[src/rtl/mvm_pkg.sv]
`default_nettype none
// ----------------------------------------------------------------------------
// Matrix-vector multiply package
// Shared types, widths and helpers for the dense layer matrix-vector block.
// ----------------------------------------------------------------------------
package mvm_pkg;

    localparam int MAX_IN_DEF   = 64;
    localparam int MAX_OUT_DEF  = 64;

    localparam int LEN_W        = 7;
    localparam int IDX_W        = 12;
    localparam int VAL_W        = 16;
    localparam int PROD_W       = 32;
    localparam int ACC_W        = 38;
    localparam int OUT_IDX_W    = 6;
    localparam int WSTORE_DEPTH = 4096;
    localparam int QUEUE_DEPTH  = 2;
    localparam int S_TDATA_W    = 32;
    localparam int M_TDATA_W    = 48;

    // Values of the op field carried on s_tuser.
    localparam logic OP_WEIGHT   = 1'b0;
    localparam logic OP_ELEM     = 1'b1;

    // Configuration register indexes.
    localparam logic CFG_IN_LEN  = 1'b0;
    localparam logic CFG_OUT_LEN = 1'b1;

    typedef enum logic [1:0] {
        ITEM_WEIGHT,
        ITEM_ELEM,
        ITEM_ELEM_RUN
    } item_kind_t;

    typedef struct packed {
        item_kind_t              kind;
        logic [IDX_W-1:0]        addr;
        logic signed [VAL_W-1:0] value;
    } queue_entry_t;

    typedef enum logic {
        BK_IDLE,
        BK_RUN
    } back_state_t;

    // A length of zero counts as one; a length above the maximum saturates.
    function automatic logic [LEN_W-1:0] clamp_len(input logic [LEN_W-1:0] v,
                                                   input logic [8:0] maxv);
        logic [8:0] v9;
        v9 = 9'(v);
        if (v == '0) begin
            clamp_len = LEN_W'(1);
        end else if (v9 > maxv) begin
            clamp_len = maxv[LEN_W-1:0];
        end else begin
            clamp_len = v;
        end
    endfunction

endpackage
`default_nettype wire

[src/rtl/mvm_front.sv]
`default_nettype none
// ----------------------------------------------------------------------------
// Matrix-vector multiply front end
// Accepts requests, counts vector elements and tags each queue entry.
// ----------------------------------------------------------------------------
module mvm_front
    import mvm_pkg::*;
(
    input  wire logic                    aclk,
    input  wire logic                    aresetn,
    input  wire logic                    cfg_clear,
    input  wire logic [LEN_W-1:0]        n_in,
    input  wire logic                    s_tvalid,
    output logic                         s_tready,
    input  wire logic                    s_op,
    input  wire logic [IDX_W-1:0]        s_weight_index,
    input  wire logic signed [VAL_W-1:0] s_value,
    input  wire logic                    q_ready,
    output logic                         q_push,
    output queue_entry_t                 q_entry
);

    logic [LEN_W-1:0] count_reg;
    logic [LEN_W-1:0] count_next;
    logic [LEN_W-1:0] count_eff;
    logic             elem_done;

    always_comb begin
        count_eff  = (count_reg >= n_in) ? '0 : count_reg;
        elem_done  = (count_eff + LEN_W'(1)) == n_in;
        s_tready   = q_ready;
        q_push     = s_tvalid && q_ready;
        q_entry.value = s_value;
        case (s_op)
            OP_WEIGHT: begin
                q_entry.kind = ITEM_WEIGHT;
                q_entry.addr = s_weight_index;
            end
            OP_ELEM: begin
                q_entry.kind = elem_done ? ITEM_ELEM_RUN : ITEM_ELEM;
                q_entry.addr = IDX_W'(count_eff);
            end
            default: begin
                q_entry.kind = ITEM_WEIGHT;
                q_entry.addr = s_weight_index;
            end
        endcase

        count_next = count_reg;
        if (cfg_clear) begin
            count_next = '0;
        end else if (q_push && (s_op == OP_ELEM)) begin
            count_next = elem_done ? '0 : count_eff + LEN_W'(1);
        end
    end

    always_ff @(posedge aclk) begin
        if (!aresetn) begin
            count_reg <= '0;
        end else begin
            count_reg <= count_next;
        end
    end

endmodule
`default_nettype wire

[config.mk]
export PLATFORM = sky130hd
export DESIGN_NAME = mvm_front
export DESIGN_NICKNAME = d
export VERILOG_FILES = /design/src/rtl/mvm_pkg.sv /design/src/rtl/mvm_front.sv
export SDC_FILE = /design/constraint.sdc
export NUM_CORES = 1
export LEC_CHECK = 0
export ABC_AREA = 1
export BUFFER_PORTS_ARGS = -buffer_cell sky130_fd_sc_hd__buf_4
export CORE_UTILIZATION = 42
export CTS_CLUSTER_DIAMETER = 60
export CTS_CLUSTER_SIZE = 8
export DETAILED_ROUTE_END_ITERATION = 7
export GPL_TIMING_DRIVEN = 0
export PLACE_DENSITY_LB_ADDON = 0.3
export SLEW_MARGIN = 20
export SYNTH_ARGS = -nofsm -noshare
export SYNTH_HDL_FRONTEND = slang
export SYNTH_SLANG_ARGS = --single-unit
[constraint.sdc]
create_clock -name aclk -period 3.5 [get_ports aclk]
set_clock_uncertainty 0.1 [all_clocks]
set_input_delay 0.175 -clock aclk [delete_from_list [all_inputs] [get_ports aclk]]
set_output_delay 0.175 -clock aclk [all_outputs]
set_load 0.1 [all_outputs]
==> flow_summary.json <==
{
  "ys_ff_latch": 7,
  "coreArea_um2": 2455,
  "p_switching_mw": 0.2074,
  "cell_internal_pwr_mw": 0.1884,
  "reg2reg_slack_ns": 0.74,
  "hp-start": "cfg_clear",
  "avgRoutedWirePerCell_um": 9.605,
  "hold_buffers": 0,
  "fin_util": 0.6575,
  "gp_congestion": 0.8522,
  "final_nets": 296,
  "cts_buffer_depth": 2,
  "crit_path_start_kind": "flop",
  "clk_pin_slew_worst_paths_ns": 0.05,
  "start_util": 0.4414,
  "ys_seq_area_frac": 0.1293,
  "cp-end-kind": "output port",
  "drcViolationCount": 0,
  "drt_first_pass_iters": 4,
  "worstRegToRegCells": 16,
  "holdPathStages": 4,
  "overflow": 0,
  "largest_reg_flops": 7,
  "synthAdderAreaFrac": 0.09238,
  "synthSimpleGateAreaFrac": 0.4319,
  "htree_levels": 1,
  "r2r-end": "count_reg[2]",
  "antenna_found_initial": 0,
  "hold_viol": 0,
  "finalMaxSlewViolations": 0,
  "synth_xor_area_frac": 0.008083,
  "p_per_area_nw_per_um2": 245.2,
  "grt_pass1_wl_um": 4146,
  "vdd_ir_drop_max_uv": 271.9,
  "cts_tree": "done",
  "final_common_cell": "buf_4",
  "power.leakage_nw": 0.9150,
  "cp_max_fo": 8,
  "die_h_um": 52.79,
  "yosys_warnings": 0,
  "grt_pass1_vias": 1040,
  "clk_latency_ns": 0.25,
  "syn-mean-instance-area_um2": 5.825,
  "holdPathEnd": "count_reg[2]",
  "synthToLayoutAreaGrowth_pct": 48.96,
  "status": "finished clean",
  "rows": 18,
  "fin_setup_tns_ns": 0,
  "maxCapViolations": 0,
  "port_buffers": 55,
  "arrival_ns": 2.93,
  "routed_wl_um": 2651,
  "die_w_um": 52.79,
  "synth_top_family_by_area": "simple AND/OR/NAND/NOR gates",
  "diodes": 0,
  "clock-sinks": 7,
  "drtIter0Drc": 18,
  "hold_path.class": "in -> reg",
  "grt_usage": 0.1992,
  "vias_per_cell": 4.569,
  "drive_above_1_share": 0.4146,
  "cts-root-buf": "clkbuf_4",
  "setup_viol": 0,
  "slew_headroom": 0.6465,
  "seq_power_share": 0.203,
  "io_pins": 73,
  "dieArea_um2": 2787,
  "pwr-share-comb": 0.615,
  "tightest_slew_ns": 0.5302,
  "rsz0062_at_grt": "false",
  "syn-num-nets": 235,
  "cpMostUsedCell": "nand2_1",
  "min_period_over_period": 0.9157,
  "synth_cell_types": 24,
  "fill_cells": 230,
  "rr_startpoint": "count_reg[5]",
  "crit_chain": "ha_1 -> nand2_2 -> inv_2 -> a21oi_4 -> nand2_1 -> nor2_2 -> ha_2 -> nand4_2 -> nor2_4 -> nand2_1 -> nand2_1 -> nand3_1 -> nand2_2 -> nand3_4 -> nor2_4 -> buf_12",
  "drtAntennaViolNets": 0,
  "min_period_ns": 3.205,
  "swShare": 0.5240,
  "synth_compound_area_frac": 0.1016,
  "grt_max_degree": 11,
  "pwr-share-clk": 0.182,
  "synthMuxAreaShare": 0,
  "syn_area_um2": 1084,
  "max_stage_delay_ns": 0.42,
  "required_ns": 3.22,
  "fmax_mhz": 312.0,
  "critPathSlowestCell": "dfxtp_1",
  "dp_hpwl_um": 2292,
  "cts_made_buffers": 3,
  "netlist_instances": 186,
  "routed-via-count": 1261,
  "worstSetupPathType": "reg -> out",
  "final_cell_mix": "buf_4, nand2_1, inv_1, nand3_1"
}
-- how the worst max path moves through the flow --
stage                  from     endpoint  slack, ns  depth (start not counted)
2_1_floorplan  count_reg[2]  q_entry[28]       0.24                         13
3_3_place_gp   count_reg[2]  q_entry[29]       0.40                         16
3_5_place_dp   count_reg[2]  q_entry[29]       0.37                         16
4_1_cts        count_reg[2]  q_entry[29]       0.07                         16
5_1_grt        count_reg[5]  q_entry[29]       0.02                         15
6_report       count_reg[5]  q_entry[29]       0.29                         16
-- per-layer routing --
layer,share of wire,GRT usage,vias up
met5,0,0,-
met4,0.0053,0.05263,0
met3,0.055,0.01159,2
met2,0.53,0.3882,39
met1,0.41,0.2281,533
li1,-,-,687
-- cells in the mapped netlist --
cell | n | share of area
nand4_1 | 2 | 0.012
clkbuf_1 | 1 | 0.0035
inv_1 | 30 | 0.10
a31oi_1 | 1 | 0.0058
nand4_2 | 1 | 0.012
o21ai_0 | 5 | 0.023
nand3_2 | 1 | 0.0092
nand3_4 | 1 | 0.016
ha_1 | 8 | 0.092
a21oi_2 | 1 | 0.0081
nor2_4 | 2 | 0.021
dfxtp_1 | 7 | 0.13
a21oi_1 | 9 | 0.042
nand2_1 | 58 | 0.20
buf_2 | 1 | 0.0046
o21ai_2 | 1 | 0.0081
nor2_1 | 12 | 0.042
buf_4 | 17 | 0.12
inv_2 | 2 | 0.0069
nand2_2 | 5 | 0.029
a21oi_4 | 1 | 0.015
nor2_2 | 3 | 0.017
xnor2_1 | 1 | 0.0081
nand3_1 | 16 | 0.074
-- logic make-up (layout without fill, tap and decap cells) --
logic type               Yosys count  after routing
AND/OR/NAND/NOR                  101            101
buffers and inverters             51            111
AO/OA/AOI/OAI                     18             18
adder cells (fa/ha/maj)            8              8
flip-flops                         7              7
XOR/XNOR                           1              1
-- through the flow --
stage	power [mW]	cell area [µm²]	hold WS, ns	std cells	worst slack, ns
2_1_floorplan	0.2697	1092	0.3157	186	0.2412
6_report	0.3958	1614	0.1937	276	0.2950
5_1_grt	0.4151	1614	0.2354	276	0.01926
3_3_place_gp	0.3230	1543	0.3845	271	0.3958
3_5_place_dp	0.3245	1543	0.3953	271	0.3670
4_1_cts	0.4000	1569	0.1913	275	0.06575
-- area by class of cell --
cell class | count | area [µm²] | area share
buffer | 19 | 136.4 | 0.08450
clock buffer | 4 | 26.28 | 0.01628
inverter | 32 | 120.1 | 0.07442
multi-input combinational | 128 | 718.2 | 0.4450
sequential | 7 | 142.6 | 0.08837
tap | 30 | 37.54 | 0.02326
timing repair buffer | 56 | 432.9 | 0.2682
-- what timing repair did --
item / CTS / global route
buffers inserted: 0 / 1
endpoints found under the setup margin: 0 / 2
gates resized for setup: 0 / 11
-- power groups by stage --
stage / Sequential [mW] / Clock [mW] / Combinational [mW]
4_1_cts: 0.0803 / 0.0768 / 0.243
3_3_place_gp: 0.0820 / 0 / 0.241
5_1_grt: 0.0803 / 0.0805 / 0.254
6_report: 0.0805 / 0.0719 / 0.243
3_5_place_dp: 0.0820 / 0 / 0.242
2_1_floorplan: 0.0819 / 0 / 0.188
-- worst max-delay path, delay by kind of cell (launching register included) --
kind	cells	cell delay, ns
buf+inv	2	0.23
compound gates	1	0.21
simple gates	11	1.32
fa+ha+maj	2	0.49
flops	1	0.42
Power figures use the tool's default switching activity.
