$ cat src/rtl/mvm_pkg.sv
`default_nettype none
// ----------------------------------------------------------------------------
// Matrix-vector multiply package
// Shared types, widths and helpers for the dense layer matrix-vector block.
// ----------------------------------------------------------------------------
package mvm_pkg;

    localparam int MAX_IN_DEF   = 64;
    localparam int MAX_OUT_DEF  = 64;

    localparam int LEN_W        = 7;
    localparam int IDX_W        = 12;
    localparam int VAL_W        = 16;
    localparam int PROD_W       = 32;
    localparam int ACC_W        = 38;
    localparam int OUT_IDX_W    = 6;
    localparam int WSTORE_DEPTH = 4096;
    localparam int QUEUE_DEPTH  = 2;
    localparam int S_TDATA_W    = 32;
    localparam int M_TDATA_W    = 48;

    // Values of the op field carried on s_tuser.
    localparam logic OP_WEIGHT   = 1'b0;
    localparam logic OP_ELEM     = 1'b1;

    // Configuration register indexes.
    localparam logic CFG_IN_LEN  = 1'b0;
    localparam logic CFG_OUT_LEN = 1'b1;

    typedef enum logic [1:0] {
        ITEM_WEIGHT,
        ITEM_ELEM,
        ITEM_ELEM_RUN
    } item_kind_t;

    typedef struct packed {
        item_kind_t              kind;
        logic [IDX_W-1:0]        addr;
        logic signed [VAL_W-1:0] value;
    } queue_entry_t;

    typedef enum logic {
        BK_IDLE,
        BK_RUN
    } back_state_t;

    // A length of zero counts as one; a length above the maximum saturates.
    function automatic logic [LEN_W-1:0] clamp_len(input logic [LEN_W-1:0] v,
                                                   input logic [8:0] maxv);
        logic [8:0] v9;
        v9 = 9'(v);
        if (v == '0) begin
            clamp_len = LEN_W'(1);
        end else if (v9 > maxv) begin
            clamp_len = maxv[LEN_W-1:0];
        end else begin
            clamp_len = v;
        end
    endfunction

endpackage
`default_nettype wire

$ cat src/rtl/mvm_fifo.sv
`default_nettype none
// ----------------------------------------------------------------------------
// Matrix-vector multiply request queue
// Short register queue that decouples the front end from the compute engine.
// ----------------------------------------------------------------------------
module mvm_fifo
    import mvm_pkg::*;
(
    input  wire logic         aclk,
    input  wire logic         aresetn,
    input  wire logic         push,
    input  wire queue_entry_t push_entry,
    output logic              push_ready,
    input  wire logic         pop,
    output logic              head_valid,
    output queue_entry_t      head
);

    localparam int PW = (QUEUE_DEPTH > 1) ? $clog2(QUEUE_DEPTH) : 1;

    queue_entry_t   entries_reg [QUEUE_DEPTH];
    logic [PW-1:0]  wptr_reg;
    logic [PW-1:0]  rptr_reg;
    logic [PW:0]    cnt_reg;

    assign push_ready = cnt_reg != (PW+1)'(QUEUE_DEPTH);
    assign head_valid = cnt_reg != '0;
    assign head       = entries_reg[rptr_reg];

    always_ff @(posedge aclk) begin
        if (push) begin
            entries_reg[wptr_reg] <= push_entry;
        end
    end

    always_ff @(posedge aclk) begin
        if (!aresetn) begin
            wptr_reg <= '0;
            rptr_reg <= '0;
            cnt_reg  <= '0;
        end else begin
            if (push) begin
                wptr_reg <= (wptr_reg == PW'(QUEUE_DEPTH - 1)) ? '0 : wptr_reg + PW'(1);
            end
            if (pop) begin
                rptr_reg <= (rptr_reg == PW'(QUEUE_DEPTH - 1)) ? '0 : rptr_reg + PW'(1);
            end
            case ({push, pop})
                2'b10:   cnt_reg <= cnt_reg + (PW+1)'(1);
                2'b01:   cnt_reg <= cnt_reg - (PW+1)'(1);
                default: cnt_reg <= cnt_reg;
            endcase
        end
    end

endmodule
`default_nettype wire

$ cat config.mk
export PLATFORM = sky130hd
export DESIGN_NAME = mvm_fifo
export DESIGN_NICKNAME = d
export VERILOG_FILES = /design/src/rtl/mvm_pkg.sv /design/src/rtl/mvm_fifo.sv
export SDC_FILE = /design/constraint.sdc
export NUM_CORES = 1
export LEC_CHECK = 0
export BUFFER_PORTS_ARGS = -buffer_cell sky130_fd_sc_hd__buf_2
export CORE_ASPECT_RATIO = 0.7
export CORE_UTILIZATION = 34
export CTS_CLUSTER_SIZE = 40
export DETAILED_ROUTE_END_ITERATION = 12
export SYNTH_ARGS = -nofsm -noshare
export SYNTH_HDL_FRONTEND = slang
export SYNTH_SLANG_ARGS = --single-unit
$ cat constraint.sdc
create_clock -name aclk -period 2.3 [get_ports aclk]
set_input_delay 0.46 -clock aclk [delete_from_list [all_inputs] [get_ports aclk]]
set_output_delay 0.46 -clock aclk [all_outputs]
set_load 0.01 [all_outputs]
==> results of run 1 <==
-- cell type report --
class / count / area [µm²] / share of cell area (%)
multi-input combinational: 46 / 457.9 / 15.11
timing repair buffer: 69 / 380.4 / 12.55
tap: 94 / 117.6 / 3.879
inverter: 1 / 3.754 / 0.1238
clock inverter: 7 / 46.29 / 1.527
clock buffer: 9 / 123.9 / 4.086
sequential: 65 / 1902 / 62.73
-- Yosys cell counts (all sizes together) (2+ instances only) --
cell type | count | area share, %
and2 | 4 | 1.1
buf | 3 | 0.63
dfxtp | 5 | 4.2
edfxtp | 60 | 76
mux2 | 30 | 14
xnor2 | 2 | 0.74
-- per-stage QoR --
step                total power, mW  hold WS (ns)  worst slack, ns  area [µm²]
floorplan                     1.546        0.4655          0.06948        2371
global placement              1.677        0.4930           0.5920        2861
detailed placement            1.681        0.5009           0.5774        2861
CTS                           2.499        0.2922           0.1935        3032
global route                  2.575        0.2864           0.1374        3032
finish                        2.464        0.3137           0.2259        3032
-- power groups by stage --
stage	clock, mW	combinational [mW]	sequential [mW]
floorplan	0	0.145	1.40
CTS	0.841	0.275	1.38
global route	0.892	0.295	1.39
finish	0.814	0.268	1.38
detailed placement	0	0.272	1.41
global placement	0	0.270	1.41
-- worst max-delay path: cells and delay by family, from the launching register on --
family | cells | cell delay (ns)
flip-flops | 1 | 0.50
multiplexers | 1 | 0.38
buffers and inverters | 2 | 0.38
-- cells by family (layout without fill, tap and decap cells) --
kind of cell,Yosys count,count (layout),share of synthesized area [%]
fa+ha+maj,1,1,0.5276
simple gates,9,9,2.269
mux,30,30,14.25
xor+xnor,3,3,1.108
flops,65,65,80.21
compound gates,3,3,0.8444
buf+inv,4,86,0.7912
-- per-layer routing --
metal  track usage, %  part of all wire, %  up-vias
li1                 -                    -      597
met1            14.54                   46      582
met2            17.12                   45       55
met3            6.049                  8.3        4
met4            4.286                 0.48        0
met5                0                    0        -
-- worst max path at each step --
stage / to / slack (ns)
2_1_floorplan: entries_reg[0][0] / 0.07
3_3_place_gp: head[13] / 0.59
3_5_place_dp: head[13] / 0.58
4_1_cts: head[13] / 0.19
5_1_grt: head[17] / 0.14
6_report: head[13] / 0.23
==> metrics.md, run 1 <==
| Metric | Value |
|---|---|
| P_int | `1.878 mW` |
| Largest register FFs | `60` |
| Max-slew headroom | `70.49%` |
| CTS Buf Count | `9` |
| VDD IR max | `409.1 µV` |
| GRT Util Overall | `11.60%` |
| Average cell area after synthesis | `20.62 µm²` |
| FP Rows | `25` |
| Number of post-CTS setup repair buffers | `0` |
| DRT iter0 DRCs | `33` |
| Setup Skew | `0.005295 ns` |
| Final TNS setup | `0 ns` |
| Final ANT Viol Nets | `0` |
| Ys async rst share | `0%` |
| Area Growth Syn to Fin | `27.86%` |
| Clock slew seen by the registers of the worst setup and hold paths | `0.07 ns` |
| Placed Instances | `275` |
| WL final | `3983 µm` |
| Die Area | `between 0.007 and 0.008 mm²` |
| Core Util, Final | `44.87%` |
| Pwr Density | `812.8 mW/mm²` |
| Vias per cell | `4.254` |
| Post-synth top flop | `edfxtp_1` |
| Most common cell after layout, fill and taps aside | `buf_2` |
| # fillers | `between 600 and 700` |
| Antenna violations before repair | `0` |
| Worst r2r path cells | `2` |
| CTS tree | `done` |
| Final Net Count | `227` |
| Worst Hold Class | `primary input to register` |
| DR DRC count | `0` |
| Most frequent cells in the layout | `buf_2, edfxtp_1, mux2_1, clkbuf_8, dfxtp_1` |
| Seq pwr share | `a little under three fifths` |
| I/O Pins | `between 60 and 70` |
| Ant diodes | `0` |
| Worst endpoint data arrival time | `1.61 ns` |
| Latest clock arrival within the worst-skew pair | `~0.33 ns` |
| Vias in the first global route | `1,246` |
| Syn Inst Count | `between 100 and 150` |
| Crit. End Element | `primary output` |
| Gp weighted congestion | `between 0.7 and 0.8` |
| Hold Crit Depth | `1` |
| Leak | `1.140 nW` |
| Slew @ Worst Pin | `around 0.44 ns` |
| Crit-path max FO | `25` |
| CP startpoint kind | `register` |
| Max Cap Viol | `0` |
| Worst setup path category | `register to primary output` |
| CP max stage cell | `dfxtp_1` |
| First-pass iteration count of the detailed router | `4` |
| Largest net degree at the start of global routing | `31` |
| Clock Tree Root | `clkbuf_8` |
| Synth cell types | `17` |
| Yosys warns | `0` |
| Worst path required time | `1.84 ns` |
| Worst stage delay on the critical path | `0.50 ns` |
| Routed WL per cell | `13.69 µm` |
| Clock Path Buffers | `2` |
| Crit-path cells | `buf_12, mux2_1, buf_2` |
| Die width | `101.8 µm` |
| Final hold vios | `0` |
| P_sw | `585.8 µW` |
| Reg-to-Reg Start | `wptr_reg` |
| Port Buffers | `65` |
| Switching share of power | `23.77%` |
| Hold Crit Start | `push_entry[9]` |
| Die Y | `71.87 µm` |
| Final setup violation count | `0` |
| First-pass GRT wire length | `approximately 6000 µm` |
| Hold EP | `entries_reg[1][9]` |
| Pins over their slew limit | `0` |
| Starting Density | `35.09%` |
| Post-synthesis sequential area ratio | `approximately 80%` |
| Gate power share | `10.9%` |
| # H-tree levels | `3` |
| Syn nets | `150` |
| Clock network power share | `33.0%` |
| Maximum clock frequency | `0.4821 GHz` |
| Seq cells post-synth | `65` |
| Final Non-Filler Cells | `between 200 and 300` |
| Grt ovf | `0` |
| R2R setup slack | `between 1 and 1.5 ns` |
| Status | `finished clean` |
| Clock sink total | `65` |
| Tmin final | `2.074 ns` |
| Reg2reg end | `entries_reg[1][22]` |
| Final period util | `between 90% and 100%` |
| Resized cells post-CTS | `0` |
| Core Footprint | `0.006756 mm²` |
| Post-Syn Area | `0.002371 mm²` |
| Share of layout cells above drive strength 1 | `43.15%` |
| Vias post-DR | `1,238` |
| Post-synth EDFFs | `60` |
| Hold buffers post-CTS | `0` |
| Unrepaired setup endpoints after global routing | `no` |
Note: power is estimated with default switching activity, not from simulation.
==> run 2, diff against run 1 <==
--- a/config.mk
+++ b/config.mk
@@ -5,7 +5,7 @@
 export SDC_FILE = /design/constraint.sdc
 export NUM_CORES = 1
 export LEC_CHECK = 0
-export BUFFER_PORTS_ARGS = -buffer_cell sky130_fd_sc_hd__buf_2
+export BUFFER_PORTS_ARGS = -buffer_cell sky130_fd_sc_hd__buf_4
 export CORE_ASPECT_RATIO = 0.7
 export CORE_UTILIZATION = 34
 export CTS_CLUSTER_SIZE = 40
@@ -13,3 +13,4 @@
 export SYNTH_ARGS = -nofsm -noshare
 export SYNTH_HDL_FRONTEND = slang
 export SYNTH_SLANG_ARGS = --single-unit
+export TNS_END_PERCENT = 100
==> metrics.md, run 2 (synthesized netlist as in run 1, its figures left out) <==
| Metric | Value |
|---|---|
| Status | `finished clean` |
| Most frequent cells in the layout | `buf_4, edfxtp_1, mux2_1, clkbuf_8, dfxtp_1` |
| Die Y | `71.87 µm` |
| Final Net Count | `227` |
| Switching share of power | `approximately a fifth` |
| Routed WL per cell | `between 10 and 15 µm` |
| Crit. End Element | `primary output` |
| DRT iter0 DRCs | `51` |
| Area Growth Syn to Fin | `35.57%` |
| Share of layout cells above drive strength 1 | `41.12%` |
| Pins over their slew limit | `0` |
| Maximum clock frequency | `about 0.52 GHz` |
| Max-slew headroom | `a little under three quarters` |
| Total power | `between 2 and 3 mW` |
| Starting Density | `between 30% and 40%` |
| CTS tree | `done` |
| Vias post-DR | `1,222` |
| DR DRC count | `0` |
| Crit-path max FO | `19` |
| Die width | `101.8 µm` |
| Die Area | `0.007317 mm²` |
| Largest net degree at the start of global routing | `32` |
| Vias in the first global route | `approximately 1.3k` |
| P_sw | `537.8 µW` |
| Pwr Density | `832.3 mW/mm²` |
| Resized cells post-CTS | `0` |
| Final TNS setup | `0 ns` |
| Largest register FFs | `60` |
| Worst endpoint data arrival time | `1.47 ns` |
| Antenna violations before repair | `0` |
| Number of post-CTS setup repair buffers | `0` |
| Clock sink total | `65` |
| Grt ovf | `0` |
| # H-tree levels | `3` |
| Max Cap Viol | `0` |
| Hold buffers post-CTS | `0` |
| Slew @ Worst Pin | `0.4237 ns` |
| CTS Buf Count | `9` |
| Final setup violation count | `0` |
| Final hold vios | `0` |
| Unrepaired setup endpoints after global routing | `no` |
| WL final | `4111 µm` |
| Ant diodes | `0` |
| Clock Tree Root | `clkbuf_8` |
| Tmin final | `1.931 ns` |
| Gate power share | `11.8%` |
| Final ANT Viol Nets | `0` |
| I/O Pins | `66` |
| Clock network power share | `a little over a third` |
| Clock Path Buffers | `2` |
| Final period util | `between 80% and 90%` |
| Latest clock arrival within the worst-skew pair | `0.32 ns` |
| Post-DP HPWL | `2854 µm` |
| Setup Skew | `0.004913 ns` |
| First-pass iteration count of the detailed router | `4` |
| Gp weighted congestion | `0.6479` |
| Port Buffers | `65` |
| Leak | `1.209 nW` |
| FP Rows | `25` |
| Clock slew seen by the registers of the worst setup and hold paths | `0.07 ns` |
| Worst setup path category | `register to primary output` |
| GRT Util Overall | `12.44%` |
| Seq pwr share | `51.6%` |
| VDD IR max | `369.1 µV` |
| Core Footprint | `0.006756 mm²` |
| Vias per cell | `4.199` |
| Worst Hold Class | `primary input to register` |
| Most common cell after layout, fill and taps aside | `buf_4` |
| CP startpoint kind | `register` |
| P_int | `about 2.1 mW` |
| Core Util, Final | `47.57%` |
| First-pass GRT wire length | `6423 µm` |
| Worst path required time | `1.84 ns` |
[run 2: cell count changes in the layout (fill, tap and decap cells not counted)]
cell and delta:
bufinv_16 +2, clkinv_4 -1, clkbuf_1 +3, inv_6 -1
buf_2 -65, clkinvlp_4 -2, buf_4 +66, clkinv_1 +1
clkinv_2 -2, buf_12 -1
[run 2: path summary, 6_finish.rpt]
check	start	endpoint	slack, ns	depth (start not counted)
worst max-delay path	register	head[10]	0.37	3
worst max register to register	wptr_reg	entries_reg[1][11]	0.96	2
worst min-delay path	push_entry[19]	entries_reg[1][19]	0.32	1
worst min register to register	cnt_reg[1]	cnt_reg[1]	0.53	2
[run 2: per-stage QoR]
step / std cells / area [µm²] / worst slack [ns] / hold slack [ns]
3_3_place_gp: 275 / 3012 / 0.7150 / 0.4826
2_1_floorplan: 115 / 2371 / 0.06948 / 0.4655
4_1_cts: 291 / 3214 / 0.3354 / 0.2980
3_5_place_dp: 275 / 3012 / 0.7043 / 0.5137
5_1_grt: 291 / 3214 / 0.2952 / 0.2919
6_report: 291 / 3214 / 0.3687 / 0.3178
[run 2: routing by layer]
layer | wire, µm | vias up | GRT usage, %
li1 | - | 595 | -
met1 | 1914 | 570 | 16.17
met2 | 1823 | 55 | 17.94
met3 | 359 | 2 | 6.634
met4 | 14 | 0 | 3.810
met5 | 0 | - | 0
[run 2: power groups by stage]
| stage | combinational (mW) | clock [mW] | sequential, mW |
|---|---|---|---|
| 2_1_floorplan | 0.145 | 0 | 1.40 |
| 3_3_place_gp | 0.313 | 0 | 1.40 |
| 3_5_place_dp | 0.320 | 0 | 1.41 |
| 4_1_cts | 0.322 | 1.01 | 1.38 |
| 5_1_grt | 0.343 | 1.06 | 1.39 |
| 6_report | 0.315 | 0.980 | 1.38 |
[run 2: cell type report]
class / instances / area (µm²)
Clock buffer: 12 / 135.1
Clock inverter: 4 / 67.56
Fill cell: 588 / 3542
Inverter: 1 / 3.754
Multi-Input combinational cell: 46 / 457.9
Sequential cell: 65 / 1902
Tap cell: 94 / 117.6
Timing Repair Buffer: 69 / 530.5
[run 2: critical path, cell delays in order (launching register included)]
cell and delay [ns]:
dfxtp_1 0.32, buf_4 0.28, mux2_1 0.39, buf_4 0.16
==> run 3, diff against run 2 <==
==> constraint.sdc (replaced) <==
create_clock -name aclk -period 1.7 [get_ports aclk]
set_input_delay 0.34 -clock aclk [delete_from_list [all_inputs] [get_ports aclk]]
set_output_delay 0.34 -clock aclk [all_outputs]
set_load 0.01 [all_outputs]
==> metrics.md, run 3 (synthesized netlist as in run 1, its figures left out) <==
| Metric | Value |
|---|---|
| DP Area | `0.003032 mm²` |
| Worst endpoint data arrival time | `1.36 ns` |
| WL final | `between 4000 and 5000 µm` |
| Area Growth Syn to Fin | `38.89%` |
| DR DRC count | `0` |
| Tmin final | `approximately 1.7 ns` |
| Clock slew seen by the registers of the worst setup and hold paths | `0.06 ns` |
| Largest register FFs | `60` |
| Clock sink total | `between 60 and 70` |
| Gate power share | `between 10 and 15%` |
| Seq pwr share | `around 53%` |
| Post-DP HPWL | `2805 µm` |
| Hold buffers post-CTS | `0` |
| Worst setup path category | `register to primary output` |
| DRT iter0 DRCs | `43` |
| Clock network power share | `33.1%` |
| Final Net Count | `228` |
| Final period util | `100.2%` |
| Total power | `3.518 mW` |
| Antenna violations before repair | `0` |
| Crit. End Element | `primary output` |
| Switching share of power | `20.83%` |
| Ant diodes | `0` |
| Final ANT Viol Nets | `0` |
| Vias in the first global route | `1,305` |
| GRT Util Overall | `12.09%` |
| Worst path required time | `1.36 ns` |
| Vias post-DR | `1,243` |
| First-pass iteration count of the detailed router | `4` |
| Pins over their slew limit | `0` |
| Status | `finished, violations left` |
| P_int | `2.785 mW` |
| Max-slew headroom | `about 80%` |
| Final TNS setup | `-0.003059 ns` |
| Vias per cell | `4.257` |
| CP startpoint kind | `register` |
| P_sw | `732.8 µW` |
| Worst r2r path cells | `2` |
| Largest net degree at the start of global routing | `24` |
| Crit-path max FO | `19` |
| Die width | `101.8 µm` |
| Final setup violation count | `1` |
| Final worst setup slack | `-0.003059 ns` |
| Gp weighted congestion | `about 0.61` |
| R2R setup slack | `about 0.54 ns` |
| Port Buffers | `65` |
| Reg2reg end | `entries_reg[0][26]` |
| Reg-to-Reg Start | `wptr_reg` |
| # H-tree levels | `3` |
| Leak | `~1.3 nW` |
| Setup Skew | `0.002912 ns` |
| Final hold vios | `0` |
| VDD IR max | `600.5 µV` |
| Unrepaired setup endpoints after global routing | `yes` |
| Setup WS pre-CTS | `0.2693 ns` |
| CTS tree | `done` |
| Share of layout cells above drive strength 1 | `47.98%` |
| Pwr Density | `1068 mW/mm²` |
| Post-layout instance area | `0.003293 mm²` |
| First-pass GRT wire length | `approximately 6300 µm` |
| Maximum clock frequency | `0.5872 GHz` |
| FP Rows | `25` |
| Worst Hold Class | `primary input to register` |
| Max Cap Viol | `0` |
| Routed WL per cell | `13.80 µm` |
| Most common cell after layout, fill and taps aside | `edfxtp_1` |
| Grt ovf | `0` |
| CTS Buf Count | `9` |
| Starting Density | `a little over a third` |
| Clock Tree Root | `clkbuf_8` |
| Failing checks | `negative setup slack` |
| Setup crit end | `head[12]` |
| Die Y | `71.87 µm` |
| # fillers | `594` |
| Latest clock arrival within the worst-skew pair | `0.32 ns` |
| Most frequent cells in the layout | `edfxtp_1, buf_4, mux2_1, mux2_4, buf_6` |
| Core Footprint | `0.006756 mm²` |
| Slew @ Worst Pin | `0.3042 ns` |
| Clock Path Buffers | `2` |
| Die Area | `between 0.007 and 0.008 mm²` |
| I/O Pins | `66` |
[run 3: cell count changes in the layout (fill, tap and decap cells not counted)]
cell / change
buf_12: +1
buf_4: -10
buf_6: +10
bufinv_16: -1
clkbuf_1: -1
clkinv_1: +1
clkinv_2: +1
dfxtp_1: -1
dfxtp_2: +1
mux2_1: -12
mux2_4: +12
[run 3: final cells by class]
class | instances | area, µm² | share of cell area, %
clock inverters | 5 | 46.29 | 1.406
clock buffers | 11 | 131.4 | 3.989
well taps | 94 | 117.6 | 3.571
multi-input cells | 46 | 503.0 | 15.27
repair buffers | 70 | 588.1 | 17.86
flip-flops and latches | 65 | 1903 | 57.79
inverters | 1 | 3.754 | 0.1140
[run 3: repair_timing]
action / in CTS / in global routing
pin swaps: 0 / 0
gates resized for setup: 2 / 21
buffers inserted: 0 / 0
endpoints found under the setup margin: 30 / 30
[run 3: worst min path at each step]
stage / from / to / slack [ns] / depth (start not counted)
floorplan: push_entry[0] / entries_reg[0][0] / 0.44 / 0
global placement: cnt_reg[1] / cnt_reg[1] / 0.48 / 2
detailed placement: cnt_reg[1] / cnt_reg[1] / 0.50 / 2
CTS: push_entry[14] / entries_reg[1][14] / 0.18 / 1
global route: push_entry[6] / entries_reg[0][6] / 0.18 / 1
finish: push_entry[21] / entries_reg[0][21] / 0.20 / 1
[run 3: per-layer routing]
metal / vias up / share of wire [%] / global-route usage, % / routed length (µm)
li1: 597 / - / - / -
met1: 588 / 44 / 13.93 / 1767
met2: 54 / 48 / 19.44 / 1931
met3: 4 / 7.7 / 5.951 / 309
met4: 0 / 0.55 / 4.762 / 22
met5: - / 0 / 0 / 0
[run 3: stage by stage]
stage | std cells | util [%] | hold slack (ns)
3_3_place_gp | 276 | 44.87 | 0.4789
3_5_place_dp | 276 | 44.87 | 0.5026
4_1_cts | 292 | 47.57 | 0.1763
5_1_grt | 292 | 48.74 | 0.1766
6_report | 292 | 48.74 | 0.1990
2_1_floorplan | 115 | - | 0.4389
[run 3: power by group through the flow]
stage	sequential (mW)	clock, mW	combinational (mW)
3_5_place_dp	1.90	0	0.441
6_report	1.87	1.16	0.483
5_1_grt	1.88	1.27	0.521
3_3_place_gp	1.90	0	0.430
4_1_cts	1.87	1.21	0.446
2_1_floorplan	1.90	0	0.197
[run 3: critical path: stages, from the launching register on]
cell and delay [ns]:
dfxtp_2 0.36, buf_12 0.18, mux2_1 0.35, buf_4 0.15
